===== config.mk =====
export PLATFORM = sky130hd
export DESIGN_NAME = cpmd_agu
export DESIGN_NICKNAME = d
export VERILOG_FILES = /design/src/hw/rtl/cpmd_pkg.sv /design/src/hw/rtl/cpmd_agu.sv
export SDC_FILE = /design/constraint.sdc
export NUM_CORES = 1
export LEC_CHECK = 0
export ABC_AREA = 0
export CELL_PAD_IN_SITES_DETAIL_PLACEMENT = 0
export CELL_PAD_IN_SITES_GLOBAL_PLACEMENT = 1
export CORE_UTILIZATION = 38
export DETAILED_ROUTE_END_ITERATION = 8
export DONT_BUFFER_PORTS = 1
export GPL_ROUTABILITY_DRIVEN = 1
export PLACE_DENSITY = 0.74
export SLEW_MARGIN = 20
export SYNTH_ARGS = -nofsm -noshare
export SYNTH_HDL_FRONTEND = slang
export SYNTH_SLANG_ARGS = --single-unit

===== constraint.sdc =====
create_clock -name clk -period 3.8 [get_ports clk]
set_clock_uncertainty 0.1 [all_clocks]
set_input_delay 0.19 -clock clk [delete_from_list [all_inputs] [get_ports clk]]
set_output_delay 0.19 -clock clk [all_outputs]
set_load 0.01 [all_outputs]

===== src/hw/rtl/cpmd_pkg.sv =====
// cpmd_pkg: shared types, widths, status codes and the microcode rom
// for the closest pair minimum distance unit
// no dependencies
package cpmd_pkg;

    localparam int MAX_POINTS_DEF = 1024;
    localparam int COORD_BITS     = 16;
    localparam int POINT_W        = 2 * COORD_BITS;
    localparam int DIFF_W         = COORD_BITS + 1;
    localparam int SQ_W           = 2 * DIFF_W;
    localparam int SUM_W          = SQ_W + 1;
    localparam int DIST_W         = 33;
    localparam int STATUS_W       = 2;
    localparam int OUT_DATA_W     = ((DIST_W + 7) / 8) * 8;

    localparam logic [STATUS_W-1:0] STATUS_OK       = 2'd0;
    localparam logic [STATUS_W-1:0] STATUS_FEW      = 2'd1;
    localparam logic [STATUS_W-1:0] STATUS_OVERFLOW = 2'd2;

    localparam int STEP_W = 3;
    localparam logic [STEP_W-1:0] STEP_LOAD   = 3'd0;
    localparam logic [STEP_W-1:0] STEP_START  = 3'd1;
    localparam logic [STEP_W-1:0] STEP_SCAN   = 3'd2;
    localparam logic [STEP_W-1:0] STEP_DRAIN0 = 3'd3;
    localparam logic [STEP_W-1:0] STEP_DRAIN1 = 3'd4;
    localparam logic [STEP_W-1:0] STEP_DRAIN2 = 3'd5;
    localparam logic [STEP_W-1:0] STEP_EMIT   = 3'd6;

    localparam int COND_W = 3;
    localparam logic [COND_W-1:0] COND_ALWAYS      = 3'd0;
    localparam logic [COND_W-1:0] COND_ACCEPT_LAST = 3'd1;
    localparam logic [COND_W-1:0] COND_FEW         = 3'd2;
    localparam logic [COND_W-1:0] COND_LAST_PAIR   = 3'd3;
    localparam logic [COND_W-1:0] COND_OUT_FREE    = 3'd4;

    typedef struct packed {
        logic in_ready;
        logic ptr_clear;
        logic issue;
        logic emit;
    } ctrl_t;

    typedef struct packed {
        ctrl_t             ctrl;
        logic [COND_W-1:0] cond;
        logic [STEP_W-1:0] tgt_true;
        logic [STEP_W-1:0] tgt_false;
    } ucode_t;

    typedef struct packed {
        logic accept_last;
        logic few;
        logic last_pair;
        logic out_free;
    } cond_t;

    typedef struct packed {
        logic few;
        logic last_pair;
        logic overflow;
    } agu_flags_t;

    function automatic ucode_t ucode_rom(input logic [STEP_W-1:0] step);
        ucode_t w;
        w = '0;
        case (step)
            STEP_LOAD:
            begin
                w.ctrl.in_ready = 1'b1;
                w.cond          = COND_ACCEPT_LAST;
                w.tgt_true      = STEP_START;
                w.tgt_false     = STEP_LOAD;
            end
            STEP_START:
            begin
                w.ctrl.ptr_clear = 1'b1;
                w.cond           = COND_FEW;
                w.tgt_true       = STEP_EMIT;
                w.tgt_false      = STEP_SCAN;
            end
            STEP_SCAN:
            begin
                w.ctrl.issue = 1'b1;
                w.cond       = COND_LAST_PAIR;
                w.tgt_true   = STEP_DRAIN0;
                w.tgt_false  = STEP_SCAN;
            end
            STEP_DRAIN0:
            begin
                w.cond      = COND_ALWAYS;
                w.tgt_true  = STEP_DRAIN1;
                w.tgt_false = STEP_DRAIN1;
            end
            STEP_DRAIN1:
            begin
                w.cond      = COND_ALWAYS;
                w.tgt_true  = STEP_DRAIN2;
                w.tgt_false = STEP_DRAIN2;
            end
            STEP_DRAIN2:
            begin
                w.cond      = COND_ALWAYS;
                w.tgt_true  = STEP_EMIT;
                w.tgt_false = STEP_EMIT;
            end
            STEP_EMIT:
            begin
                w.ctrl.emit = 1'b1;
                w.cond      = COND_OUT_FREE;
                w.tgt_true  = STEP_LOAD;
                w.tgt_false = STEP_EMIT;
            end
            default:
            begin
                w.cond      = COND_ALWAYS;
                w.tgt_true  = STEP_LOAD;
                w.tgt_false = STEP_LOAD;
            end
        endcase
        return w;
    endfunction

endpackage


===== src/hw/rtl/cpmd_agu.sv =====
// cpmd_agu: point count, overflow flag and pair pointers for the search
// depends on cpmd_pkg
module cpmd_agu
    import cpmd_pkg::*;
#(
    parameter int MAX_POINTS = MAX_POINTS_DEF,
    parameter int ADDR_W     = $clog2(MAX_POINTS),
    parameter int CNT_W      = $clog2(MAX_POINTS + 1)
)
(
    input  logic              clk,
    input  logic              rst_n,
    input  logic              accept,
    input  logic              ptr_clear,
    input  logic              issue,
    input  logic              emit_fire,
    output logic              wr_en,
    output logic [ADDR_W-1:0] wr_addr,
    output logic [ADDR_W-1:0] rd_addr_a,
    output logic [ADDR_W-1:0] rd_addr_b,
    output agu_flags_t        flags
);

    localparam logic [CNT_W-1:0] CNT_MAX = CNT_W'(MAX_POINTS);

    logic [CNT_W-1:0]  count_reg;
    logic [CNT_W-1:0]  count_next;
    logic              ovf_reg;
    logic              ovf_next;
    logic [ADDR_W-1:0] i_reg;
    logic [ADDR_W-1:0] i_next;
    logic [ADDR_W-1:0] j_reg;
    logic [ADDR_W-1:0] j_next;
    logic              full;
    logic              row_end;

    assign full    = (count_reg == CNT_MAX);
    assign row_end = (CNT_W'(j_reg) == count_reg - CNT_W'(1));

    always_comb
    begin
        count_next = count_reg;
        ovf_next   = ovf_reg;
        i_next     = i_reg;
        j_next     = j_reg;
        if (emit_fire)
        begin
            count_next = '0;
            ovf_next   = 1'b0;
        end
        else if (accept)
        begin
            if (full)
            begin
                ovf_next = 1'b1;
            end
            else
            begin
                count_next = count_reg + CNT_W'(1);
            end
        end
        if (ptr_clear)
        begin
            i_next = '0;
            j_next = ADDR_W'(1);
        end
        else if (issue)
        begin
            if (row_end)
            begin
                i_next = i_reg + ADDR_W'(1);
                j_next = i_reg + ADDR_W'(2);
            end
            else
            begin
                j_next = j_reg + ADDR_W'(1);
            end
        end
    end

    always_ff @(posedge clk or negedge rst_n)
    begin
        if (!rst_n)
        begin
            count_reg <= '0;
            ovf_reg   <= 1'b0;
            i_reg     <= '0;
            j_reg     <= '0;
        end
        else
        begin
            count_reg <= count_next;
            ovf_reg   <= ovf_next;
            i_reg     <= i_next;
            j_reg     <= j_next;
        end
    end

    assign wr_en           = accept & ~full;
    assign wr_addr         = count_reg[ADDR_W-1:0];
    assign rd_addr_a       = i_reg;
    assign rd_addr_b       = j_reg;
    assign flags.few       = (count_reg < CNT_W'(2));
    assign flags.last_pair = (CNT_W'(i_reg) == count_reg - CNT_W'(2));
    assign flags.overflow  = ovf_reg;

endmodule


==> metrics.txt <==
FFs w/ async S/R, synth=100%; Slowest-stage cell, CP=dlygate4sd3_1; CTS clock-pin slew for the worst setup and hold paths=70 ps; Routed Wire Length=7620 um; leak pwr=1.31 nW; Syn-to-layout area delta=9.61%; Routed Antenna Nets=0; register area share after synthesis=29.4%; die area=7500 um2; Tot GR Track Use=20.4%; Setup TNS Final=0 ps; Max Clk Rate=0.299 GHz; initial antenna violation count=0; Clk pwr share=34.1%; crit path max fanout=9; post-layout min period=3340 ps; final hold viol count=0; Worst setup EP type=register; GRT overflow=0; Hold EP=rd_addr_b[5]; prevailing post-synth register cell=dfrtp_1; Ys Warns=0; area leader, netlist=dfrtp_1; worst-skew pair later-pin latency=280 ps; pwr/cell area=249 nW/um2; Max stage delay on crit path=580 ps; Distinct cells, synth=54; Power Total=0.000743 W; port buffer count=0; Post-synth EDFFs=0; via count=2,455; Startpoint Class=register; Max clock buf depth=2; FILL cells=693; core area=6870 um2; Worst R2R Start=count_reg[1]; worst min path class=in -> reg; Max VDD drop=0.000127 V; routability cong.=0.794; Final Setup Violations=0; hold depth=2; Ant. Diodes=0; status=completed; Rel. slew slack=38.8%; most frequent cells after synthesis=nor2_1, dfrtp_1, xnor2_1, nand2_1; worst-margin pin slew=916 ps; H-Tree Depth=2; most common cell in the netlist=nor2_1; pin count of the biggest net entering global routing=33; First-pass DRT Iterations=4; CTS Root Cell=clkbuf_8; Critical Path RT=3870 ps; Worst R2R End=rd_addr_b[1]; initial DRC count=90; Synth Register Bits=32; Switching Share=28.9%; Worst R2R Setup Slack=460 ps; Final period util=88.0%; post-DP HPWL=5210 um; Horiz. Die Dim=86.6 um; Comb pwr share=18.0%; cells on worst reg2reg path=11; share of cells above drive strength 1=9.70%; DR vias/cell=5.76; DRC violations left=0; Vert. Die Dim=86.6 um; max reg flops=11; RSZ-0062 raised after global routing=false; Int Power=0.000528 W; Critical Path, Cell by Cell=inv_1 > ha_1 > or3b_1 > or3_1 > a222oi_1 > buf_4 > o311ai_4 > buf_4 > nor2_1 > nor4_2 > dlygate4sd3_1; Crit Path Category=reg -> reg; Yosys top cell area share=29.4%; Post-Synthesis Cells=332; Avg Cell Area, Syn=8.19 um2; synth top area cells=dfrtp_1, xnor2_1, nor2_1; Starting Density=39.6%; Hold Crit Start=issue; I/O Pins=40; vias in the first global route=2,332; CP Data Arrival Time=3410 ps; Max Cap Viol=0; Layout Nets=343; TritonCTS buffer count=5; Cell Area, Synth=2720 um2; CTS tree=yes; global-route wire length before repair=11,900 um; Placement Rows=30; Pins Over Slew Limit=0; synthesized net count=345; CTS Sinks=32; most numerous cell on the critical path=buf_4; WL/cell=17.9 um; Flop pwr share=47.9%; Switch Pwr=0.000215 W
==> layer usage <==
| metal | GRT usage [%] | vias up | part of all wire [%] |
|---|---|---|---|
| met1 | 27.1 | 1207 | 46 |
| met3 | 5.05 | 12 | 5.9 |
| met2 | 33.3 | 68 | 47 |
| li1 | - | 1168 | - |
| met5 | 0 | - | 0 |
| met4 | 4.55 | 0 | 1.3 |
==> repair_timing <==
action / in CTS / in global routing
endpoints found under the setup margin: 0 / 1
hold buffers: 7 / 0
buffers inserted: 0 / 3
resized for setup: 0 / 1
hold endpoints to repair: 56 / 0
==> critical path, delay by kind of cell (launching register included) <==
kind	cells	cell delay [ps]
buffers and inverters	4	1070
AND/OR/NAND/NOR	4	1000
AO/OA/AOI/OAI	2	440
flip-flops	1	380
adder cells (fa/ha/maj)	1	230
==> metrics by stage <==
| stage | hold WS (ps) | util [%] | setup slack, ps | instances | cell area [um2] |
|---|---|---|---|---|---|
| after CTS | 2.91 | 42.8 | 22.0 | 422 | 2940 |
| after global placement | -205 | 40.5 | 506 | 408 | 2780 |
| after detailed placement | -205 | 40.5 | 429 | 408 | 2780 |
| after global routing | 22.2 | 43.4 | 233 | 426 | 2980 |
| after floorplan | -206 | - | 636 | 332 | 2720 |
| final | 5.73 | 43.4 | 456 | 426 | 2980 |
==> cell type report <==
class / count / area [um2] / share of cell area [%]
Clock buffer: 6 / 72.6 / 2.43
Tap cell: 96 / 120 / 4.03
Clock inverter: 1 / 5.00 / 0.168
Inverter: 11 / 41.3 / 1.38
Multi-Input combinational cell: 257 / 1740 / 58.4
Sequential cell: 32 / 801 / 26.9
Timing Repair Buffer: 23 / 200 / 6.71
==> power by group through the flow <==
stage	logic (W)	clock network (W)	registers (W)
final	0.000134	0.000253	0.000355
after global routing	0.000147	0.000279	0.000356
after floorplan	0.0000959	0	0.000361
after global placement	0.000107	0	0.000362
after CTS	0.000130	0.000264	0.000355
after detailed placement	0.000108	0	0.000362
==> placed cells by master (no fill, tap or decap), types with 6 or more instances in the layout <==
master,instances
nand2_1,20
inv_1,11
and3_1,12
nand4_1,11
ha_1,7
dlygate4sd3_1,6
nand3_1,8
nor3_1,14
nor2b_1,11
nor3b_1,6
buf_4,16
nor2_1,42
xor2_1,17
xnor2_1,21
nor4_1,7
a21oi_1,8
dfrtp_1,32
==> worst max-delay path by stage <==
stage / start / end / slack, ps / depth (start not counted)
after floorplan: count_reg[0] / rd_addr_a[8] / 640 / 10
after global placement: count_reg[1] / rd_addr_a[5] / 510 / 8
after detailed placement: count_reg[1] / rd_addr_a[5] / 430 / 8
after CTS: count_reg[1] / rd_addr_b[1] / 20 / 10
after global routing: count_reg[1] / rd_addr_b[1] / 230 / 10
final: count_reg[1] / rd_addr_b[1] / 460 / 11
==> kinds of logic (layout without fill, tap and decap cells) <==
| family | after synthesis | in the layout | synth area share, % |
|---|---|---|---|
| and+or+nand+nor | 157 | 157 | 31.1 |
| AOI/OAI and AO/OA | 45 | 46 | 12.7 |
| buffers and inverters | 44 | 41 | 7.73 |
| xor gates and xnor gates | 38 | 38 | 12.2 |
| DFF | 32 | 32 | 29.4 |
| muxes | 9 | 9 | 3.54 |
| adders and majority gates | 7 | 7 | 3.22 |
(Power assumes the default switching activity.)
