**config.mk**
```make
export PLATFORM = sky130hd
export DESIGN_NAME = cpmd_seq
export DESIGN_NICKNAME = d
export VERILOG_FILES = /design/src/hw/rtl/cpmd_pkg.sv /design/src/hw/rtl/cpmd_seq.sv
export SDC_FILE = /design/constraint.sdc
export NUM_CORES = 1
export LEC_CHECK = 0
export ABC_CLOCK_PERIOD_IN_PS = 1100
export BUFFER_PORTS_ARGS = -buffer_cell sky130_fd_sc_hd__buf_2
export CORE_AREA = 2 2 39 41
export DETAILED_ROUTE_END_ITERATION = 7
export DIE_AREA = 0 0 41 43
export GPL_TIMING_DRIVEN = 1
export PLACE_DENSITY = 0.3
export SKIP_CTS_REPAIR_TIMING = 1
export SLEW_MARGIN = 20
export SYNTH_ARGS = -nofsm -noshare
export SYNTH_HDL_FRONTEND = slang
export SYNTH_SLANG_ARGS = --single-unit
```
**constraint.sdc**
```tcl
create_clock -name clk -period 1.1 [get_ports clk]
set_input_delay 0.055 -clock clk [delete_from_list [all_inputs] [get_ports clk]]
set_output_delay 0.055 -clock clk [all_outputs]
set_load 0.01 [all_outputs]
```
**src/hw/rtl/cpmd_pkg.sv**
```systemverilog
// cpmd_pkg: shared types, widths, status codes and the microcode rom
// for the closest pair minimum distance unit
// no dependencies
package cpmd_pkg;

    localparam int MAX_POINTS_DEF = 1024;
    localparam int COORD_BITS     = 16;
    localparam int POINT_W        = 2 * COORD_BITS;
    localparam int DIFF_W         = COORD_BITS + 1;
    localparam int SQ_W           = 2 * DIFF_W;
    localparam int SUM_W          = SQ_W + 1;
    localparam int DIST_W         = 33;
    localparam int STATUS_W       = 2;
    localparam int OUT_DATA_W     = ((DIST_W + 7) / 8) * 8;

    localparam logic [STATUS_W-1:0] STATUS_OK       = 2'd0;
    localparam logic [STATUS_W-1:0] STATUS_FEW      = 2'd1;
    localparam logic [STATUS_W-1:0] STATUS_OVERFLOW = 2'd2;

    localparam int STEP_W = 3;
    localparam logic [STEP_W-1:0] STEP_LOAD   = 3'd0;
    localparam logic [STEP_W-1:0] STEP_START  = 3'd1;
    localparam logic [STEP_W-1:0] STEP_SCAN   = 3'd2;
    localparam logic [STEP_W-1:0] STEP_DRAIN0 = 3'd3;
    localparam logic [STEP_W-1:0] STEP_DRAIN1 = 3'd4;
    localparam logic [STEP_W-1:0] STEP_DRAIN2 = 3'd5;
    localparam logic [STEP_W-1:0] STEP_EMIT   = 3'd6;

    localparam int COND_W = 3;
    localparam logic [COND_W-1:0] COND_ALWAYS      = 3'd0;
    localparam logic [COND_W-1:0] COND_ACCEPT_LAST = 3'd1;
    localparam logic [COND_W-1:0] COND_FEW         = 3'd2;
    localparam logic [COND_W-1:0] COND_LAST_PAIR   = 3'd3;
    localparam logic [COND_W-1:0] COND_OUT_FREE    = 3'd4;

    typedef struct packed {
        logic in_ready;
        logic ptr_clear;
        logic issue;
        logic emit;
    } ctrl_t;

    typedef struct packed {
        ctrl_t             ctrl;
        logic [COND_W-1:0] cond;
        logic [STEP_W-1:0] tgt_true;
        logic [STEP_W-1:0] tgt_false;
    } ucode_t;

    typedef struct packed {
        logic accept_last;
        logic few;
        logic last_pair;
        logic out_free;
    } cond_t;

    typedef struct packed {
        logic few;
        logic last_pair;
        logic overflow;
    } agu_flags_t;

    function automatic ucode_t ucode_rom(input logic [STEP_W-1:0] step);
        ucode_t w;
        w = '0;
        case (step)
            STEP_LOAD:
            begin
                w.ctrl.in_ready = 1'b1;
                w.cond          = COND_ACCEPT_LAST;
                w.tgt_true      = STEP_START;
                w.tgt_false     = STEP_LOAD;
            end
            STEP_START:
            begin
                w.ctrl.ptr_clear = 1'b1;
                w.cond           = COND_FEW;
                w.tgt_true       = STEP_EMIT;
                w.tgt_false      = STEP_SCAN;
            end
            STEP_SCAN:
            begin
                w.ctrl.issue = 1'b1;
                w.cond       = COND_LAST_PAIR;
                w.tgt_true   = STEP_DRAIN0;
                w.tgt_false  = STEP_SCAN;
            end
            STEP_DRAIN0:
            begin
                w.cond      = COND_ALWAYS;
                w.tgt_true  = STEP_DRAIN1;
                w.tgt_false = STEP_DRAIN1;
            end
            STEP_DRAIN1:
            begin
                w.cond      = COND_ALWAYS;
                w.tgt_true  = STEP_DRAIN2;
                w.tgt_false = STEP_DRAIN2;
            end
            STEP_DRAIN2:
            begin
                w.cond      = COND_ALWAYS;
                w.tgt_true  = STEP_EMIT;
                w.tgt_false = STEP_EMIT;
            end
            STEP_EMIT:
            begin
                w.ctrl.emit = 1'b1;
                w.cond      = COND_OUT_FREE;
                w.tgt_true  = STEP_LOAD;
                w.tgt_false = STEP_EMIT;
            end
            default:
            begin
                w.cond      = COND_ALWAYS;
                w.tgt_true  = STEP_LOAD;
                w.tgt_false = STEP_LOAD;
            end
        endcase
        return w;
    endfunction

endpackage

```
**src/hw/rtl/cpmd_seq.sv**
```systemverilog
// cpmd_seq: microcode step counter, rom lookup and jump condition select
// depends on cpmd_pkg
module cpmd_seq
    import cpmd_pkg::*;
(
    input  logic  clk,
    input  logic  rst_n,
    input  cond_t cond,
    output ctrl_t ctrl
);

    logic [STEP_W-1:0] step_reg;
    logic [STEP_W-1:0] step_next;
    ucode_t            word;
    logic              taken;

    always_comb
    begin
        word = ucode_rom(step_reg);
        case (word.cond)
            COND_ALWAYS:      taken = 1'b1;
            COND_ACCEPT_LAST: taken = cond.accept_last;
            COND_FEW:         taken = cond.few;
            COND_LAST_PAIR:   taken = cond.last_pair;
            COND_OUT_FREE:    taken = cond.out_free;
            default:          taken = 1'b1;
        endcase
        step_next = taken ? word.tgt_true : word.tgt_false;
        ctrl      = word.ctrl;
    end

    always_ff @(posedge clk or negedge rst_n)
    begin
        if (!rst_n)
        begin
            step_reg <= STEP_LOAD;
        end
        else
        begin
            step_reg <= step_next;
        end
    end

endmodule

```
==> flow_summary.html <==
<table>
<tr><th>Metric</th><th>Value</th></tr>
<tr><th colspan="2">Clock tree</th></tr>
<tr><td>Clock sink total</td><td>3</td></tr>
<tr><td>CTS buffer count</td><td>3</td></tr>
<tr><td>Clk root buf</td><td>sky130_fd_sc_hd__clkbuf_4</td></tr>
<tr><td>Max clock buf depth</td><td>2</td></tr>
<tr><td>Clock transition at path regs</td><td>0.04 ns</td></tr>
<tr><td>Number of H-tree levels</td><td>1</td></tr>
<tr><td>Skew-Pair Late Insertion Delay</td><td>0.23 ns</td></tr>
<tr><td>Clock tree from TritonCTS</td><td>built</td></tr>
<tr><th colspan="2">Synthesis</th></tr>
<tr><td>Post-Syn Area</td><td>181 µm²</td></tr>
<tr><td>Cell with the most instances after synthesis</td><td>sky130_fd_sc_hd__dfrtp_1</td></tr>
<tr><td>Gate count of the mapped netlist</td><td>19</td></tr>
<tr><td>Yosys top cell area share</td><td>0.414</td></tr>
<tr><td>Count of state elements after synthesis</td><td>3</td></tr>
<tr><td>Synthesized area divided by synthesized cell count</td><td>9.55 µm²</td></tr>
<tr><td>Most used DFF post-synth</td><td>sky130_fd_sc_hd__dfrtp_1</td></tr>
<tr><td>Synthesis Warnings</td><td>0</td></tr>
<tr><td>Post-synthesis cell type count</td><td>15</td></tr>
<tr><td>Most area-hungry cell type in the Yosys netlist</td><td>sky130_fd_sc_hd__dfrtp_1</td></tr>
<tr><td>Async SR Flop Fraction</td><td>1.00</td></tr>
<tr><td>Number of enable flip-flop cells after synthesis</td><td>0</td></tr>
<tr><td>Post-synthesis sequential area ratio</td><td>0.414</td></tr>
<tr><td>Synth top cells by count</td><td>sky130_fd_sc_hd__dfrtp_1, sky130_fd_sc_hd__nand2b_1, sky130_fd_sc_hd__nor2_1</td></tr>
<tr><td>Cell types with the largest area share after synthesis</td><td>sky130_fd_sc_hd__dfrtp_1, sky130_fd_sc_hd__nand2b_1, sky130_fd_sc_hd__buf_6, sky130_fd_sc_hd__mux2i_1, sky130_fd_sc_hd__a21oi_2</td></tr>
<tr><td>Synthesized netlist net count</td><td>25</td></tr>
<tr><th colspan="2">Power</th></tr>
<tr><td>Leak</td><td>0.165 nW</td></tr>
<tr><td>Switching power</td><td>0.355 mW</td></tr>
<tr><td>Part of the total power dissipated in the clock network</td><td>0.194</td></tr>
<tr><td>Total power consumption of the routed design</td><td>0.984 mW</td></tr>
<tr><td>Gate power share</td><td>0.505</td></tr>
<tr><td>Part of the total power dissipated in sequential elements</td><td>0.301</td></tr>
<tr><td>Internal power</td><td>0.630 mW</td></tr>
<tr><td>Total power density per cell area</td><td>2870 mW/mm²</td></tr>
<tr><td>IR Drop Worst-Case VDD</td><td>817 µV</td></tr>
<tr><td>Switching Fraction</td><td>0.360</td></tr>
<tr><th colspan="2">Finish</th></tr>
<tr><td>Area overhead of the layout relative to synthesis</td><td>89.0%</td></tr>
<tr><td>Non-Filler Instances</td><td>54</td></tr>
<tr><td>Fill count</td><td>164</td></tr>
<tr><td>Number of nets in the layout</td><td>45</td></tr>
<tr><td>Antenna diode instance count</td><td>0</td></tr>
<tr><td>Layout cells sized above 1</td><td>0.737</td></tr>
<tr><td>Max FFs per register</td><td>3</td></tr>
<tr><th colspan="2">Route</th></tr>
<tr><td>Wire per inst</td><td>8.50 µm</td></tr>
<tr><td>Starting DRT DRC Count</td><td>2</td></tr>
<tr><td>Post-route DRC violation count</td><td>0</td></tr>
<tr><td>First-pass iteration count of the detailed router</td><td>3</td></tr>
<tr><td>Remaining number of nets flagged by the antenna check after routing</td><td>0</td></tr>
<tr><td>Final wirelength</td><td>459 µm</td></tr>
<tr><td>Total number of vias</td><td>205</td></tr>
<tr><td>Vias per cell</td><td>3.80</td></tr>
<tr><th colspan="2">STA</th></tr>
<tr><td>Peak Freq</td><td>916 MHz</td></tr>
<tr><td>Headroom to the max-slew limit</td><td>0.889</td></tr>
<tr><td>Setup TNS Final</td><td>0 ns</td></tr>
<tr><td>Number of hold violations in the final report</td><td>0</td></tr>
<tr><td>Actual slew at the worst max-slew pin</td><td>0.167 ns</td></tr>
<tr><td>Setup repair after global routing missed its margin</td><td>true</td></tr>
<tr><td>Part of the cycle the worst path needs</td><td>0.992</td></tr>
<tr><td>Worst clock skew</td><td>0.000282 ns</td></tr>
<tr><td>Count of final setup violators</td><td>0</td></tr>
<tr><td>Slew Viols, Final</td><td>0</td></tr>
<tr><td>Final period demand of the worst path</td><td>1.09 ns</td></tr>
<tr><td>Setup slack of the critical path after layout</td><td>0.00889 ns</td></tr>
<tr><th colspan="2">Setup path</th></tr>
<tr><td>Number of cell instances on the worst register-to-register path</td><td>3</td></tr>
<tr><td>RR Endpoint</td><td>step_reg[0]</td></tr>
<tr><td>Element type at the critical path end</td><td>primary output</td></tr>
<tr><td>Critical R2R Launch</td><td>step_reg[2]</td></tr>
<tr><td>Arr. time, crit path</td><td>1.04 ns</td></tr>
<tr><td>Worst path cell trace</td><td>nand2b_4 -&gt; nor2_2 -&gt; buf_2</td></tr>
<tr><td>Largest fanout on the critical path</td><td>6</td></tr>
<tr><td>Critical setup path kind</td><td>flop to primary output</td></tr>
<tr><td>Worst R2R Setup Slack</td><td>0.13 ns</td></tr>
<tr><td>Library cell contributing the largest single delay on the critical path</td><td>sky130_fd_sc_hd__dfrtp_2</td></tr>
<tr><td>Data required time at the worst endpoint</td><td>1.04 ns</td></tr>
<tr><td>Worst setup SP type</td><td>flop</td></tr>
<tr><td>Max stage delay on crit path</td><td>0.43 ns</td></tr>
<tr><th colspan="2">Global routing</th></tr>
<tr><td>Number of global-route vias before repair</td><td>144</td></tr>
<tr><td>Wire length of the first global-routing pass</td><td>607 µm</td></tr>
<tr><td>Overflow left after global routing</td><td>0</td></tr>
<tr><td>Total global routing track utilization</td><td>0.0624</td></tr>
<tr><td>Antenna violations before repair</td><td>0</td></tr>
<tr><td>Maximum number of pins on one net before global-route repair</td><td>9</td></tr>
<tr><th colspan="2">Place</th></tr>
<tr><td>Pre-CTS setup slack</td><td>0.181 ns</td></tr>
<tr><td>Post-Place Cells</td><td>43</td></tr>
<tr><td>Count of input and output buffers</td><td>9</td></tr>
<tr><td>Final RePlAce weighted congestion</td><td>0.708</td></tr>
<tr><th colspan="2">Floorplan</th></tr>
<tr><td>Area of the die</td><td>0.00176 mm²</td></tr>
<tr><td>Floorplan core area</td><td>0.00138 mm²</td></tr>
<tr><td>Number of rows in the core area</td><td>14</td></tr>
<tr><td>Initial Util</td><td>0.131</td></tr>
<tr><td>Top-Level Pins</td><td>10</td></tr>
<tr><td>Chip width</td><td>41 µm</td></tr>
<tr><td>Die height</td><td>43 µm</td></tr>
<tr><th colspan="2">Outcome</th></tr>
<tr><td>Run status</td><td>finished clean</td></tr>
<tr><th colspan="2">Worst hold path</th></tr>
<tr><td>Count of cells along the worst hold path</td><td>3</td></tr>
<tr><td>Terminating pin of the worst hold path</td><td>step_reg[0]</td></tr>
<tr><td>Hold_sp</td><td>cond[1]</td></tr>
<tr><td>Class of the tightest hold or removal check</td><td>primary input to flop</td></tr>
<tr><th colspan="2">Job</th></tr>
<tr><td>Max Cap Viol</td><td>0</td></tr>
</table>
critical path, delay by kind of cell (launching register included):
kind	cells	cell delay (ns)
simple gates	2	0.25
flops	1	0.43
buf+inv	1	0.13
kinds of logic (layout without fill, tap and decap cells):
| group | Yosys count | count (layout) | share of synthesized area |
|---|---|---|---|
| AOI/OAI and AO/OA | 5 | 5 | 0.186 |
| DFF | 3 | 3 | 0.414 |
| and+or+nand+nor | 8 | 8 | 0.262 |
| buffers and inverters | 2 | 21 | 0.0827 |
| muxes | 1 | 1 | 0.0552 |
worst max-delay path by stage:
stage,start,endpoint,slack (ns),cells after the start
floorplan,step_reg[2],ctrl[2],0.24,2
global placement,step_reg[0],ctrl[1],0.18,3
detailed placement,step_reg[0],ctrl[1],0.18,3
CTS,step_reg[0],ctrl[1],-0.07,3
global route,step_reg[0],ctrl[1],-0.04,3
finish,step_reg[0],ctrl[1],0.009,3
stage by stage:
stage	cell area, µm²	util	hold WS, ns
after floorplan	181	-	-0.241
after global placement	235	0.170	-0.147
after detailed placement	235	0.170	-0.148
after CTS	262	0.189	-0.398
after global routing	343	0.248	0.0914
final	343	0.248	0.0914
layer usage:
metal | vias up | GRT usage | part of all wire | routed length (µm)
li1 | 103 | - | - | -
met5 | - | 0 | 0 | 0
met3 | 2 | 0.0471 | 0.054 | 25
met2 | 7 | 0.0469 | 0.47 | 218
met1 | 93 | 0.0747 | 0.42 | 192
met4 | 0 | 0.100 | 0.048 | 22
cell type report:
type,instances,area (µm²),area share
inverter,1,3.75,0.0109
tap,16,20.0,0.0584
sequential,3,78.8,0.230
multi-input combinational,14,114,0.332
clock buffer,4,26.3,0.0766
timing repair buffer,16,100,0.292
cells in the final DEF (no fill, tap or decap):
| cell | count |
|---|---|
| sky130_fd_sc_hd__a21oi_2 | 1 |
| sky130_fd_sc_hd__and2_2 | 1 |
| sky130_fd_sc_hd__buf_2 | 9 |
| sky130_fd_sc_hd__buf_4 | 6 |
| sky130_fd_sc_hd__clkbuf_1 | 1 |
| sky130_fd_sc_hd__clkbuf_4 | 3 |
| sky130_fd_sc_hd__dfrtp_2 | 3 |
| sky130_fd_sc_hd__dlygate4sd3_1 | 1 |
| sky130_fd_sc_hd__inv_1 | 1 |
| sky130_fd_sc_hd__mux2i_1 | 1 |
| sky130_fd_sc_hd__nand2b_1 | 1 |
| sky130_fd_sc_hd__nand2b_4 | 1 |
| sky130_fd_sc_hd__nand3b_1 | 1 |
| sky130_fd_sc_hd__nor2_2 | 2 |
| sky130_fd_sc_hd__nor3_2 | 1 |
| sky130_fd_sc_hd__nor3b_2 | 1 |
| sky130_fd_sc_hd__o21a_1 | 1 |
| sky130_fd_sc_hd__o21ai_0 | 1 |
| sky130_fd_sc_hd__o21ai_1 | 1 |
| sky130_fd_sc_hd__o21bai_1 | 1 |
power by group through the flow:
stage               registers (mW)  logic, mW  clock network (mW)
floorplan                    0.222      0.270                   0
global placement             0.279      0.286                   0
detailed placement           0.278      0.283                   0
CTS                          0.278      0.285               0.202
global route                 0.307      0.543               0.213
finish                       0.296      0.497               0.191
No activity file was read; power rests on OpenSTA's default activity.
