===== src/hw/rtl/cpmd_pkg.sv =====
// cpmd_pkg: shared types, widths, status codes and the microcode rom
// for the closest pair minimum distance unit
// no dependencies
package cpmd_pkg;

    localparam int MAX_POINTS_DEF = 1024;
    localparam int COORD_BITS     = 16;
    localparam int POINT_W        = 2 * COORD_BITS;
    localparam int DIFF_W         = COORD_BITS + 1;
    localparam int SQ_W           = 2 * DIFF_W;
    localparam int SUM_W          = SQ_W + 1;
    localparam int DIST_W         = 33;
    localparam int STATUS_W       = 2;
    localparam int OUT_DATA_W     = ((DIST_W + 7) / 8) * 8;

    localparam logic [STATUS_W-1:0] STATUS_OK       = 2'd0;
    localparam logic [STATUS_W-1:0] STATUS_FEW      = 2'd1;
    localparam logic [STATUS_W-1:0] STATUS_OVERFLOW = 2'd2;

    localparam int STEP_W = 3;
    localparam logic [STEP_W-1:0] STEP_LOAD   = 3'd0;
    localparam logic [STEP_W-1:0] STEP_START  = 3'd1;
    localparam logic [STEP_W-1:0] STEP_SCAN   = 3'd2;
    localparam logic [STEP_W-1:0] STEP_DRAIN0 = 3'd3;
    localparam logic [STEP_W-1:0] STEP_DRAIN1 = 3'd4;
    localparam logic [STEP_W-1:0] STEP_DRAIN2 = 3'd5;
    localparam logic [STEP_W-1:0] STEP_EMIT   = 3'd6;

    localparam int COND_W = 3;
    localparam logic [COND_W-1:0] COND_ALWAYS      = 3'd0;
    localparam logic [COND_W-1:0] COND_ACCEPT_LAST = 3'd1;
    localparam logic [COND_W-1:0] COND_FEW         = 3'd2;
    localparam logic [COND_W-1:0] COND_LAST_PAIR   = 3'd3;
    localparam logic [COND_W-1:0] COND_OUT_FREE    = 3'd4;

    typedef struct packed {
        logic in_ready;
        logic ptr_clear;
        logic issue;
        logic emit;
    } ctrl_t;

    typedef struct packed {
        ctrl_t             ctrl;
        logic [COND_W-1:0] cond;
        logic [STEP_W-1:0] tgt_true;
        logic [STEP_W-1:0] tgt_false;
    } ucode_t;

    typedef struct packed {
        logic accept_last;
        logic few;
        logic last_pair;
        logic out_free;
    } cond_t;

    typedef struct packed {
        logic few;
        logic last_pair;
        logic overflow;
    } agu_flags_t;

    function automatic ucode_t ucode_rom(input logic [STEP_W-1:0] step);
        ucode_t w;
        w = '0;
        case (step)
            STEP_LOAD:
            begin
                w.ctrl.in_ready = 1'b1;
                w.cond          = COND_ACCEPT_LAST;
                w.tgt_true      = STEP_START;
                w.tgt_false     = STEP_LOAD;
            end
            STEP_START:
            begin
                w.ctrl.ptr_clear = 1'b1;
                w.cond           = COND_FEW;
                w.tgt_true       = STEP_EMIT;
                w.tgt_false      = STEP_SCAN;
            end
            STEP_SCAN:
            begin
                w.ctrl.issue = 1'b1;
                w.cond       = COND_LAST_PAIR;
                w.tgt_true   = STEP_DRAIN0;
                w.tgt_false  = STEP_SCAN;
            end
            STEP_DRAIN0:
            begin
                w.cond      = COND_ALWAYS;
                w.tgt_true  = STEP_DRAIN1;
                w.tgt_false = STEP_DRAIN1;
            end
            STEP_DRAIN1:
            begin
                w.cond      = COND_ALWAYS;
                w.tgt_true  = STEP_DRAIN2;
                w.tgt_false = STEP_DRAIN2;
            end
            STEP_DRAIN2:
            begin
                w.cond      = COND_ALWAYS;
                w.tgt_true  = STEP_EMIT;
                w.tgt_false = STEP_EMIT;
            end
            STEP_EMIT:
            begin
                w.ctrl.emit = 1'b1;
                w.cond      = COND_OUT_FREE;
                w.tgt_true  = STEP_LOAD;
                w.tgt_false = STEP_EMIT;
            end
            default:
            begin
                w.cond      = COND_ALWAYS;
                w.tgt_true  = STEP_LOAD;
                w.tgt_false = STEP_LOAD;
            end
        endcase
        return w;
    endfunction

endpackage


===== src/hw/rtl/cpmd_dist.sv =====
// cpmd_dist: pipelined squared distance of one pair and running minimum
// depends on cpmd_pkg
module cpmd_dist
    import cpmd_pkg::*;
(
    input  logic               clk,
    input  logic               rst_n,
    input  logic               ptr_clear,
    input  logic               issue,
    input  logic [POINT_W-1:0] pt_a,
    input  logic [POINT_W-1:0] pt_b,
    output logic [SUM_W-1:0]   best
);

    logic [2:0]               vld_reg;
    logic [2:0]               vld_next;
    logic [DIFF_W-1:0]        dx_reg;
    logic [DIFF_W-1:0]        dy_reg;
    logic [SQ_W-1:0]          sqx_reg;
    logic [SQ_W-1:0]          sqy_reg;
    logic [SUM_W-1:0]         best_reg;
    logic [SUM_W-1:0]         best_next;
    logic signed [DIFF_W-1:0] xa;
    logic signed [DIFF_W-1:0] xb;
    logic signed [DIFF_W-1:0] ya;
    logic signed [DIFF_W-1:0] yb;
    logic signed [DIFF_W-1:0] ddx;
    logic signed [DIFF_W-1:0] ddy;
    logic [SUM_W-1:0]         sum;

    always_comb
    begin
        xa  = DIFF_W'($signed(pt_a[COORD_BITS-1:0]));
        xb  = DIFF_W'($signed(pt_b[COORD_BITS-1:0]));
        ya  = DIFF_W'($signed(pt_a[POINT_W-1:COORD_BITS]));
        yb  = DIFF_W'($signed(pt_b[POINT_W-1:COORD_BITS]));
        ddx = xa - xb;
        ddy = ya - yb;
        sum = SUM_W'(sqx_reg) + SUM_W'(sqy_reg);
        vld_next  = {vld_reg[1:0], issue};
        best_next = best_reg;
        if (ptr_clear)
        begin
            best_next = '1;
        end
        else if (vld_reg[2] && (sum < best_reg))
        begin
            best_next = sum;
        end
    end

    always_ff @(posedge clk or negedge rst_n)
    begin
        if (!rst_n)
        begin
            vld_reg  <= '0;
            best_reg <= '1;
        end
        else
        begin
            vld_reg  <= vld_next;
            best_reg <= best_next;
        end
    end

    // abs difference, then squares
    always_ff @(posedge clk)
    begin
        dx_reg  <= ddx[DIFF_W-1] ? DIFF_W'(-ddx) : DIFF_W'(ddx);
        dy_reg  <= ddy[DIFF_W-1] ? DIFF_W'(-ddy) : DIFF_W'(ddy);
        sqx_reg <= SQ_W'(dx_reg) * SQ_W'(dx_reg);
        sqy_reg <= SQ_W'(dy_reg) * SQ_W'(dy_reg);
    end

    assign best = best_reg;

endmodule


===== config.mk =====
export PLATFORM = sky130hd
export DESIGN_NAME = cpmd_dist
export DESIGN_NICKNAME = d
export VERILOG_FILES = /design/src/hw/rtl/cpmd_pkg.sv /design/src/hw/rtl/cpmd_dist.sv
export SDC_FILE = /design/constraint.sdc
export NUM_CORES = 1
export LEC_CHECK = 0
export BUFFER_PORTS_ARGS = -buffer_cell sky130_fd_sc_hd__buf_2
export CAP_MARGIN = 25
export CORE_ASPECT_RATIO = 0.9
export CORE_MARGIN = 2
export CORE_UTILIZATION = 55
export DETAILED_ROUTE_END_ITERATION = 16
export PLACE_DENSITY = 0.73
export SYNTH_ARGS = -nofsm -noshare
export SYNTH_HDL_FRONTEND = slang
export SYNTH_SLANG_ARGS = --single-unit

===== constraint.sdc =====
create_clock -name clk -period 9.2 [get_ports clk]
set_clock_uncertainty 0.1 [all_clocks]
set_input_delay 0.92 -clock clk [delete_from_list [all_inputs] [get_ports clk]]
set_output_delay 0.92 -clock clk [all_outputs]
set_load 0.01 [all_outputs]

==> results.json, run 1 <==
{
  "period_share_pct": 76.9,
  "place_congestion": 0.878,
  "stdcell_count": 3385,
  "cts_resized": 0,
  "fmax_mhz": 141,
  "syn_to_final_growth_pct": 7.13,
  "tightest_slew_ns": 0.932,
  "grt_pass1_vias": 19100,
  "seq_area_frac_synth_pct": 12.3,
  "status": "finished, final reports clean",
  "critPathLaunchType": "register",
  "r2r-start": "dy_reg[11]$_DFF_P_",
  "start_util_pct": 55.4,
  "async_flop_share_pct": 27.5,
  "fin_util_pct": 59.4,
  "slew_headroom_pct": 37.6,
  "io_pins": 103,
  "cts_buffers": 17,
  "rsz0062_at_grt": "no",
  "fin_nets": 3543,
  "drv_slew": 0,
  "place_ws_ns": 2.18,
  "synth_seq_cells": 138,
  "ys_top_cells_by_area": "fa_1 31%, ha_1 16%, inv_1 10%",
  "grt_pass1_wl_um": 88600,
  "crit_buf_inv": 3,
  "clock-sinks": 138,
  "grt_max_degree": 43,
  "syn_area_um2": 24400,
  "via_count": 17900,
  "synth.avg_cell_area_um2": 9.02,
  "synth_top_area_cell": "fa_1",
  "cts_tree": "built",
  "syn-num-nets": 3477,
  "critPathSlowestCell": "dfxtp_1",
  "setup.worst_path.end_class": "register",
  "antenna-diode-count": 0,
  "netlist.area_leader.share_pct": 31.3,
  "wl_per_cell_um": 15.1,
  "yosysUniqueCellTypes": 76,
  "crit_fanout": 13,
  "drtAntennaViolNets": 0,
  "critical_path_arrival_ns": 7.35,
  "root_buffer": "clkbuf_16",
  "drt-total-wl_um": 51200,
  "drive_gt1_share_pct": 7.22,
  "dp_hpwl_um": 42700,
  "drc": 0,
  "required_ns": 9.48,
  "post_cts_buffers": 0,
  "synth_ff_type": "dfxtp_1",
  "critPathTopFamily": "adder cells",
  "slowest_delay_ns": 0.70,
  "grt_antenna_before_repair": 0,
  "die-area_um2": 46100,
  "drt_iter0_drc": 1000,
  "largest_register_ffs": 35,
  "clk_pin_slew_ns": 0.06,
  "portBuffers": 102,
  "holdBufCountCts": 0,
  "hold_path_end": "vld_reg[1]$_DFF_PN0_",
  "place_inst": 3351,
  "fillers": 3851,
  "core_um2": 44000,
  "cts_max_level": 4,
  "grt_overflow_total": 0,
  "finalHoldViolations": 0,
  "netlist_instances": 2706,
  "worst-path-stages": 19,
  "fin_ws_ns": 2.13,
  "dieWidth_um": 226,
  "grtUsageTotal_pct": 23.8,
  "yosysWarnings": 0,
  "drv_cap": 0,
  "period_needed_ns": 7.07,
  "viasPerCell": 5.29,
  "finalSetupViolations": 0,
  "dr.pass1.iters": 5,
  "cts_max_path_buffers": 2,
  "hp-start": "vld_reg[0]$_DFF_PN0_",
  "rows": 73,
  "timing.rr.end": "sqy_reg[31]$_DFF_P_",
  "ff2ff_path_depth": 19,
  "clk_latency_ns": 0.45,
  "ff2ff_setup_slack_ns": 2.13,
  "synth_edf_count": 0,
  "critPathKind": "reg -> reg",
  "crit_top_cell": "fa_1",
  "hold_depth": 0,
  "min_path_type": "reg -> reg",
  "worstPathCellList": "inv_1 -> nor2_1 -> fa_1 -> fa_1 -> fa_1 -> fa_1 -> fa_1 -> inv_1 -> fa_1 -> inv_1 -> ha_1 -> a2111oi_0 -> a221oi_1 -> o21a_1 -> a311o_1 -> a21o_1 -> a31o_2 -> a21oi_1 -> xnor2_1",
  "die_h_um": 204,
  "tns_ns": 0
}
worst max path at each step:
| stage | end | slack (ns) | start |
|---|---|---|---|
| 4_1_cts | sqy_reg[33]$_DFF_P_ | 2.15 | dy_reg[11]$_DFF_P_ |
| 3_5_place_dp | sqy_reg[33]$_DFF_P_ | 2.18 | dy_reg[11]$_DFF_P_ |
| 5_1_grt | sqx_reg[26]$_DFF_P_ | 1.74 | dx_reg[7]$_DFF_P_ |
| 3_3_place_gp | sqy_reg[31]$_DFF_P_ | 2.35 | dy_reg[11]$_DFF_P_ |
| 6_report | sqy_reg[31]$_DFF_P_ | 2.13 | dy_reg[11]$_DFF_P_ |
| 2_1_floorplan | sqx_reg[26]$_DFF_P_ | 2.83 | dx_reg[14]$_DFF_P_ |
cell families after synthesis:
kind of cell / after synthesis / synth area share [%]
buffers and inverters: 721 / 11.1
adder cells (fa/ha/maj): 703 / 47.8
AND/OR/NAND/NOR: 605 / 12.1
AO/OA/AOI/OAI: 349 / 9.66
XOR/XNOR: 158 / 5.73
flip-flops: 138 / 12.3
multiplexers: 32 / 1.33
routing by layer:
| metal | vias to the layer above | share of wire, % | track usage, % |
|---|---|---|---|
| met4 | 0 | 2.0 | 6.41 |
| met1 | 8875 | 45 | 32.1 |
| met3 | 69 | 4.1 | 2.99 |
| met2 | 375 | 49 | 40.7 |
| li1 | 8582 | - | - |
| met5 | - | 0 | 0 |
Yosys cell counts (29+ instances only):
master / instances
ha_1: 321
nand3_1: 29
inv_1: 662
o21ai_0: 48
xnor2_1: 110
xor2_1: 46
clkbuf_1: 55
nor2_1: 108
nor2b_1: 29
a21o_1: 52
and2_1: 119
dfstp_2: 35
dfxtp_1: 100
nand2_1: 221
fa_1: 382
mux2i_1: 29
a21oi_1: 88
cells in the final DEF (no fill, tap or decap), types with 46 or more instances in the layout:
master   count
xnor2_1    110
xor2_1      46
nand2_1    221
o21ai_0     48
and2_1     119
buf_2      102
fa_1       382
a21o_1      52
inv_1      662
dfxtp_1    100
a21oi_1     88
ha_1       321
nor2_1     108
per-stage QoR:
step           hold slack, ns  area (um^2)
6_report                0.250        26100
5_1_grt                 0.266        26100
4_1_cts                 0.254        26100
3_5_place_dp            0.240        25500
3_3_place_gp            0.234        25500
2_1_floorplan           0.231        24400
layout make-up:
| class | count | area [um^2] | share of cell area (%) |
|---|---|---|---|
| clock inverter | 9 | 136 | 0.522 |
| inverter | 662 | 2480 | 9.50 |
| multi-input combinational | 1847 | 18700 | 71.5 |
| timing repair buffer | 106 | 586 | 2.24 |
| tap | 600 | 751 | 2.87 |
| clock buffer | 23 | 488 | 1.87 |
| sequential | 138 | 3000 | 11.5 |
Power of run 1 is not shown: default switching activity piles up to over one toggle a cycle in this logic, so the estimate is an artifact.
==> run 2: changes to the inputs <==
--- a/config.mk
+++ b/config.mk
@@ -11,7 +11,7 @@
 export CORE_MARGIN = 2
 export CORE_UTILIZATION = 55
 export DETAILED_ROUTE_END_ITERATION = 16
-export PLACE_DENSITY = 0.73
+export PLACE_DENSITY = 0.76
 export SYNTH_ARGS = -nofsm -noshare
 export SYNTH_HDL_FRONTEND = slang
 export SYNTH_SLANG_ARGS = --single-unit
==> constraint.sdc (replaced) <==
create_clock -name clk -period 6.31 [get_ports clk]
set_clock_uncertainty 0.1 [all_clocks]
set_input_delay 0.631 -clock clk [delete_from_list [all_inputs] [get_ports clk]]
set_output_delay 0.631 -clock clk [all_outputs]
set_load 0.01 [all_outputs]
==> run 2 against run 1 <==
Critical path depth rose by 1. Die area did not move. Utilization rose by 2.8 points. Flip-flop and latch count did not move. Non-clock buffer count rose by 100. First-iteration DRC count rose by 9.0%. Wire length rose by 2.3%. Fmax rose by 15%. Cell count rose by 3.0%. Global-route usage rose by 0.16 points. Critical endpoint is now sqx_reg[26]$_DFF_P_. Largest cell class unchanged.
==> results.json, run 2 (same netlist as run 1, synthesis figures left out) <==
{
  "timing.rr.end": "sqx_reg[26]$_DFF_P_",
  "drv_cap": 0,
  "die-area_um2": 46100,
  "core_um2": 44000,
  "clk_pin_slew_ns": 0.06,
  "status": "finished, final reports clean",
  "die_h_um": 204,
  "r2r-start": "dx_reg[6]$_DFF_P_",
  "rows": 73,
  "place_congestion": 0.940,
  "drt-total-wl_um": 52300,
  "cts_tree": "built",
  "grtUsageTotal_pct": 24.0,
  "hp-start": "issue",
  "dieWidth_um": 226,
  "dpl_cell_area_um2": 26200,
  "grt_pass1_vias": 19900,
  "multi_input_area_um2": 19100,
  "grt_use_met1_pct": 31.7,
  "grt_antenna_before_repair": 0,
  "cts_buffers": 17,
  "ff2ff_path_depth": 20,
  "dp_hpwl_um": 43900,
  "drt_iter0_drc": 1090,
  "grt_max_degree": 43,
  "ff2ff_setup_slack_ns": 0.17,
  "root_buffer": "clkbuf_16",
  "portBuffers": 102,
  "tightest_slew_ns": 0.913,
  "wl_per_cell_um": 15.0,
  "layout_commonest_cell": "inv_1",
  "period_needed_ns": 6.14,
  "crit_fanout": 7,
  "critical_path_arrival_ns": 6.35,
  "min_path_type": "in -> reg",
  "required_ns": 6.53,
  "grt_overflow_total": 0,
  "top_usage_layer": "met2",
  "period_share_pct": 97.3,
  "use_met3_pct": 3.15,
  "grt_pass1_wl_um": 90100,
  "clk_latency_ns": 0.45,
  "setup.worst_path.end_class": "register",
  "viasPerCell": 5.32,
  "largest_register_ffs": 35,
  "use_met2_pct": 41.6,
  "fillers": 3650,
  "io_pins": 103,
  "critPathLaunchType": "register",
  "critPathKind": "reg -> reg",
  "drc": 0,
  "clock-sinks": 138,
  "antenna-diode-count": 0,
  "design_area_um2": 27400,
  "hold_path_end": "vld_reg[0]$_DFF_PN0_",
  "cts_max_level": 4,
  "finalHoldViolations": 0,
  "start_util_pct": 55.4,
  "drv_slew": 0,
  "fin_nets": 3643,
  "finalSetupViolations": 0,
  "syn_to_final_growth_pct": 12.3,
  "fmax_mhz": 163,
  "dr.pass1.iters": 5,
  "final_cell_mix": "658 x inv_1, 376 x fa_1, 313 x ha_1",
  "drive_gt1_share_pct": 13.6,
  "cts_max_path_buffers": 2,
  "hold_depth": 1,
  "slew_headroom_pct": 39.2,
  "via_count": 18500,
  "whs_ns": 0.187,
  "drtAntennaViolNets": 0,
  "seq_area_um2": 3060
}
run 2: worst max path at each step:
stage	from	end	slack (ns)	cells after the start
global route	dx_reg[6]$_DFF_P_	sqx_reg[26]$_DFF_P_	-0.05	21
CTS	dx_reg[2]$_DFF_P_	sqx_reg[26]$_DFF_P_	0.004	23
detailed placement	dx_reg[3]$_DFF_P_	sqx_reg[26]$_DFF_P_	-0.15	22
global placement	dx_reg[4]$_DFF_P_	sqx_reg[26]$_DFF_P_	0.05	23
finish	dx_reg[6]$_DFF_P_	sqx_reg[26]$_DFF_P_	0.17	20
floorplan	dx_reg[14]$_DFF_P_	sqx_reg[26]$_DFF_P_	0.02	22
run 2: final cells by class:
| type | count | share of cell area (%) |
|---|---|---|
| tap | 600 | 2.74 |
| sequential | 138 | 11.2 |
| clock buffer | 20 | 1.63 |
| clock inverter | 12 | 0.808 |
| inverter | 662 | 9.07 |
| timing repair buffer | 206 | 5.00 |
| multi-input combinational | 1847 | 69.6 |
run 2: per-layer routing:
metal	vias to the layer above	routed length, um
met4	0	900
met2	438	26200
met3	79	2590
li1	8776	-
met1	9247	22700
met5	-	0
run 2: stage by stage:
| step | worst slack, ns | TNS, ns | util [%] | instances |
|---|---|---|---|---|
| 2_1_floorplan | 0.0213 | 0 | - | 2706 |
| 3_3_place_gp | 0.0453 | 0 | 59.5 | 3445 |
| 3_5_place_dp | -0.146 | -0.299 | 59.5 | 3445 |
| 4_1_cts | 0.00387 | 0 | 61.1 | 3477 |
| 5_1_grt | -0.0459 | -0.0518 | 62.2 | 3485 |
| 6_report | 0.172 | 0 | 62.2 | 3485 |
run 2: worst max-delay path: stages (launching register included):
cell and delay, ns:
dfxtp_4 0.40, nand2_1 0.12, fa_1 0.57, inv_1 0.07, fa_1 0.55, fa_1 0.43, fa_1 0.45, fa_1 0.50
inv_1 0.05, fa_1 0.47, inv_1 0.04, ha_1 0.28, a21o_1 0.17, a21oi_1 0.14, nor2b_1 0.08, o41a_1 0.34
o31a_1 0.30, o21a_1 0.21, nor2_2 0.15, mux2i_1 0.08, or4_1 0.51
run 2: repair_timing:
item                       4_1_cts  5_1_grt
setup endpoints to repair        5       20
hold buffers                     0        0
gates cloned                     0        0
pin swaps                        0       30
resized for setup               16      111
buffers inserted                 0        6
Power of run 2 is left out for the same reason.
==> run 3: changes to the inputs <==
--- a/config.mk
+++ b/config.mk
@@ -12,6 +12,8 @@
 export CORE_UTILIZATION = 55
 export DETAILED_ROUTE_END_ITERATION = 16
 export PLACE_DENSITY = 0.76
+export RECOVER_POWER = 50
+export SETUP_SLACK_MARGIN = 0.02
 export SYNTH_ARGS = -nofsm -noshare
 export SYNTH_HDL_FRONTEND = slang
 export SYNTH_SLANG_ARGS = --single-unit
==> run 3 against run 2 <==
The flow now finishes with violations (capacitance limit, slew limit). Register-to-register slack barely moved. Flip-flop and latch count is the same. Highest routed layer unchanged. Die area is the same. Worst setup slack improved by 0.0050 ns. Critical path depth grew 2. Final area grew 0.25%. Utilization is 0.15 points higher. Fmax barely moved. Hold slack better by 0.0027 ns. Count of clock-buffer cells in the layout stayed put. Largest cell class unchanged.
==> results.json, run 3 (same netlist as run 1, synthesis figures left out) <==
{
  "clk_latency_ns": 0.44,
  "finalHoldViolations": 0,
  "crit_top_cell": "fa_1",
  "cts_max_level": 4,
  "die-area_um2": 46100,
  "fin_nets": 3647,
  "slew_headroom_pct": -46.1,
  "grt_pass1_wl_um": 90100,
  "fillers": 3632,
  "place_inst": 3445,
  "wl_per_cell_um": 15.1,
  "design_area_um2": 27500,
  "required_ns": 6.58,
  "crit_buf_inv": 5,
  "core_um2": 44000,
  "grt_max_degree": 43,
  "antenna-diode-count": 0,
  "fmax_mhz": 163,
  "layout_commonest_cell": "inv_1",
  "period_needed_ns": 6.13,
  "crit_fanout": 10,
  "worstPathCellList": "buf_4 -> and2_1 -> fa_1 -> inv_1 -> fa_1 -> fa_1 -> inv_1 -> fa_1 -> fa_1 -> inv_1 -> fa_1 -> inv_1 -> ha_1 -> a21o_1 -> nor3_2 -> a31oi_4 -> a311o_1 -> a21o_1 -> nand2_1 -> o2111ai_1 -> a21oi_1 -> xnor2_1",
  "tns_ns": 0,
  "critPathLaunchType": "register",
  "clk_pin_slew_ns": 0.06,
  "critical_path_arrival_ns": 6.41,
  "grt_pass1_vias": 19900,
  "holdBufCountCts": 0,
  "critPathSlowestCell": "fa_1",
  "start_util_pct": 55.4,
  "via_count": 18600,
  "die_h_um": 204,
  "setup.worst_path.end_class": "register",
  "grt_antenna_before_repair": 1,
  "drv_slew": 39,
  "critPathTopFamily": "adder cells",
  "rows": 73,
  "drtAntennaViolNets": 0,
  "drt_iter0_drc": 1106,
  "largest_register_ffs": 35,
  "slowest_delay_ns": 0.55,
  "syn_to_final_growth_pct": 12.5,
  "dp_hpwl_um": 43900,
  "critPathKind": "reg -> reg",
  "dieWidth_um": 226,
  "ff2ff_setup_slack_ns": 0.18,
  "multi_input_area_um2": 19100,
  "grt_overflow_total": 0,
  "finalSetupViolations": 0,
  "stdcell_count": 3489,
  "period_share_pct": 97.2,
  "cts_buffers": 17,
  "final_cell_mix": "653 x inv_1, 374 x fa_1, 310 x ha_1",
  "io_pins": 103,
  "grtUsageTotal_pct": 24.0,
  "portBuffers": 102,
  "cts_tree": "built",
  "drv_cap": 1,
  "place_congestion": 0.940,
  "viasPerCell": 5.33,
  "dpl_cell_area_um2": 26200,
  "whs_ns": 0.190,
  "root_buffer": "clkbuf_16",
  "drive_gt1_share_pct": 12.9,
  "cts_max_path_buffers": 2,
  "min_path_type": "in -> reg",
  "seq_area_um2": 3060,
  "clock-sinks": 138,
  "drt-total-wl_um": 52600,
  "dr.pass1.iters": 7,
  "drc": 0,
  "violations": "capacitance limit, slew limit",
  "status": "finished with violations",
  "tightest_slew_ns": 2.19
}
==> run 3: cell types whose count changed in the layout (fill, tap and decap cells not counted), sizes merged <==
cell,before,now
buf,206,197
clkbuf,20,33
==> run 3: what timing repair did <==
item	CTS	global route
endpoints found under the setup margin	7	21
pin swaps	0	44
endpoints found under the hold margin	0	0
setup buffers	0	10
gates resized for setup	18	132
==> run 3: worst paths after layout <==
path	start	cells after the start	endpoint
worst max-delay path	dy_reg[3]$_DFF_P_	22	sqy_reg[33]$_DFF_P_
worst min-delay path	issue	1	vld_reg[0]$_DFF_PN0_
worst max register to register	dy_reg[3]$_DFF_P_	22	sqy_reg[33]$_DFF_P_
worst min register to register	vld_reg[0]$_DFF_PN0_	0	vld_reg[1]$_DFF_PN0_
max in group asynchronous	rst_n	1	vld_reg[1]$_DFF_PN0_
min in group asynchronous	rst_n	1	vld_reg[2]$_DFF_PN0_
==> run 3: layer usage <==
layer / wire length, um / vias up / track usage (%)
met5: 0 / - / 0
met4: 894 / 0 / 6.23
met3: 2710 / 78 / 3.15
met2: 26300 / 464 / 41.6
met1: 22700 / 9278 / 31.7
li1: - / 8775 / -
==> run 3: worst register-to-register path, stage by stage, from the launching register on <==
cell and delay [ns]:
dfxtp_2 0.39, buf_4 0.19, and2_1 0.18, fa_1 0.51, inv_1 0.05, fa_1 0.45, fa_1 0.43, inv_1 0.09
fa_1 0.44, fa_1 0.55, inv_1 0.05, fa_1 0.47, inv_1 0.04, ha_1 0.32, a21o_1 0.23, nor3_2 0.25
a31oi_4 0.19, a311o_1 0.41, a21o_1 0.21, nand2_1 0.10, o2111ai_1 0.13, a21oi_1 0.18, xnor2_1 0.13
==> run 3: through the flow <==
step | utilization [%] | setup slack [ns]
2_1_floorplan | - | 0.0213
3_3_place_gp | 59.5 | 0.0453
3_5_place_dp | 59.5 | -0.146
4_1_cts | 61.1 | 0.00387
5_1_grt | 62.4 | -0.0165
6_report | 62.4 | 0.177
==> run 3: final cells by class <==
| type | count | share of cell area, % |
|---|---|---|
| multi-input combinational | 1847 | 69.6 |
| inverter | 662 | 9.05 |
| tap | 600 | 2.73 |
| clock buffer | 20 | 1.63 |
| sequential | 138 | 11.1 |
| timing repair buffer | 210 | 5.04 |
| clock inverter | 12 | 0.806 |
Power of run 3 is left out for the same reason.
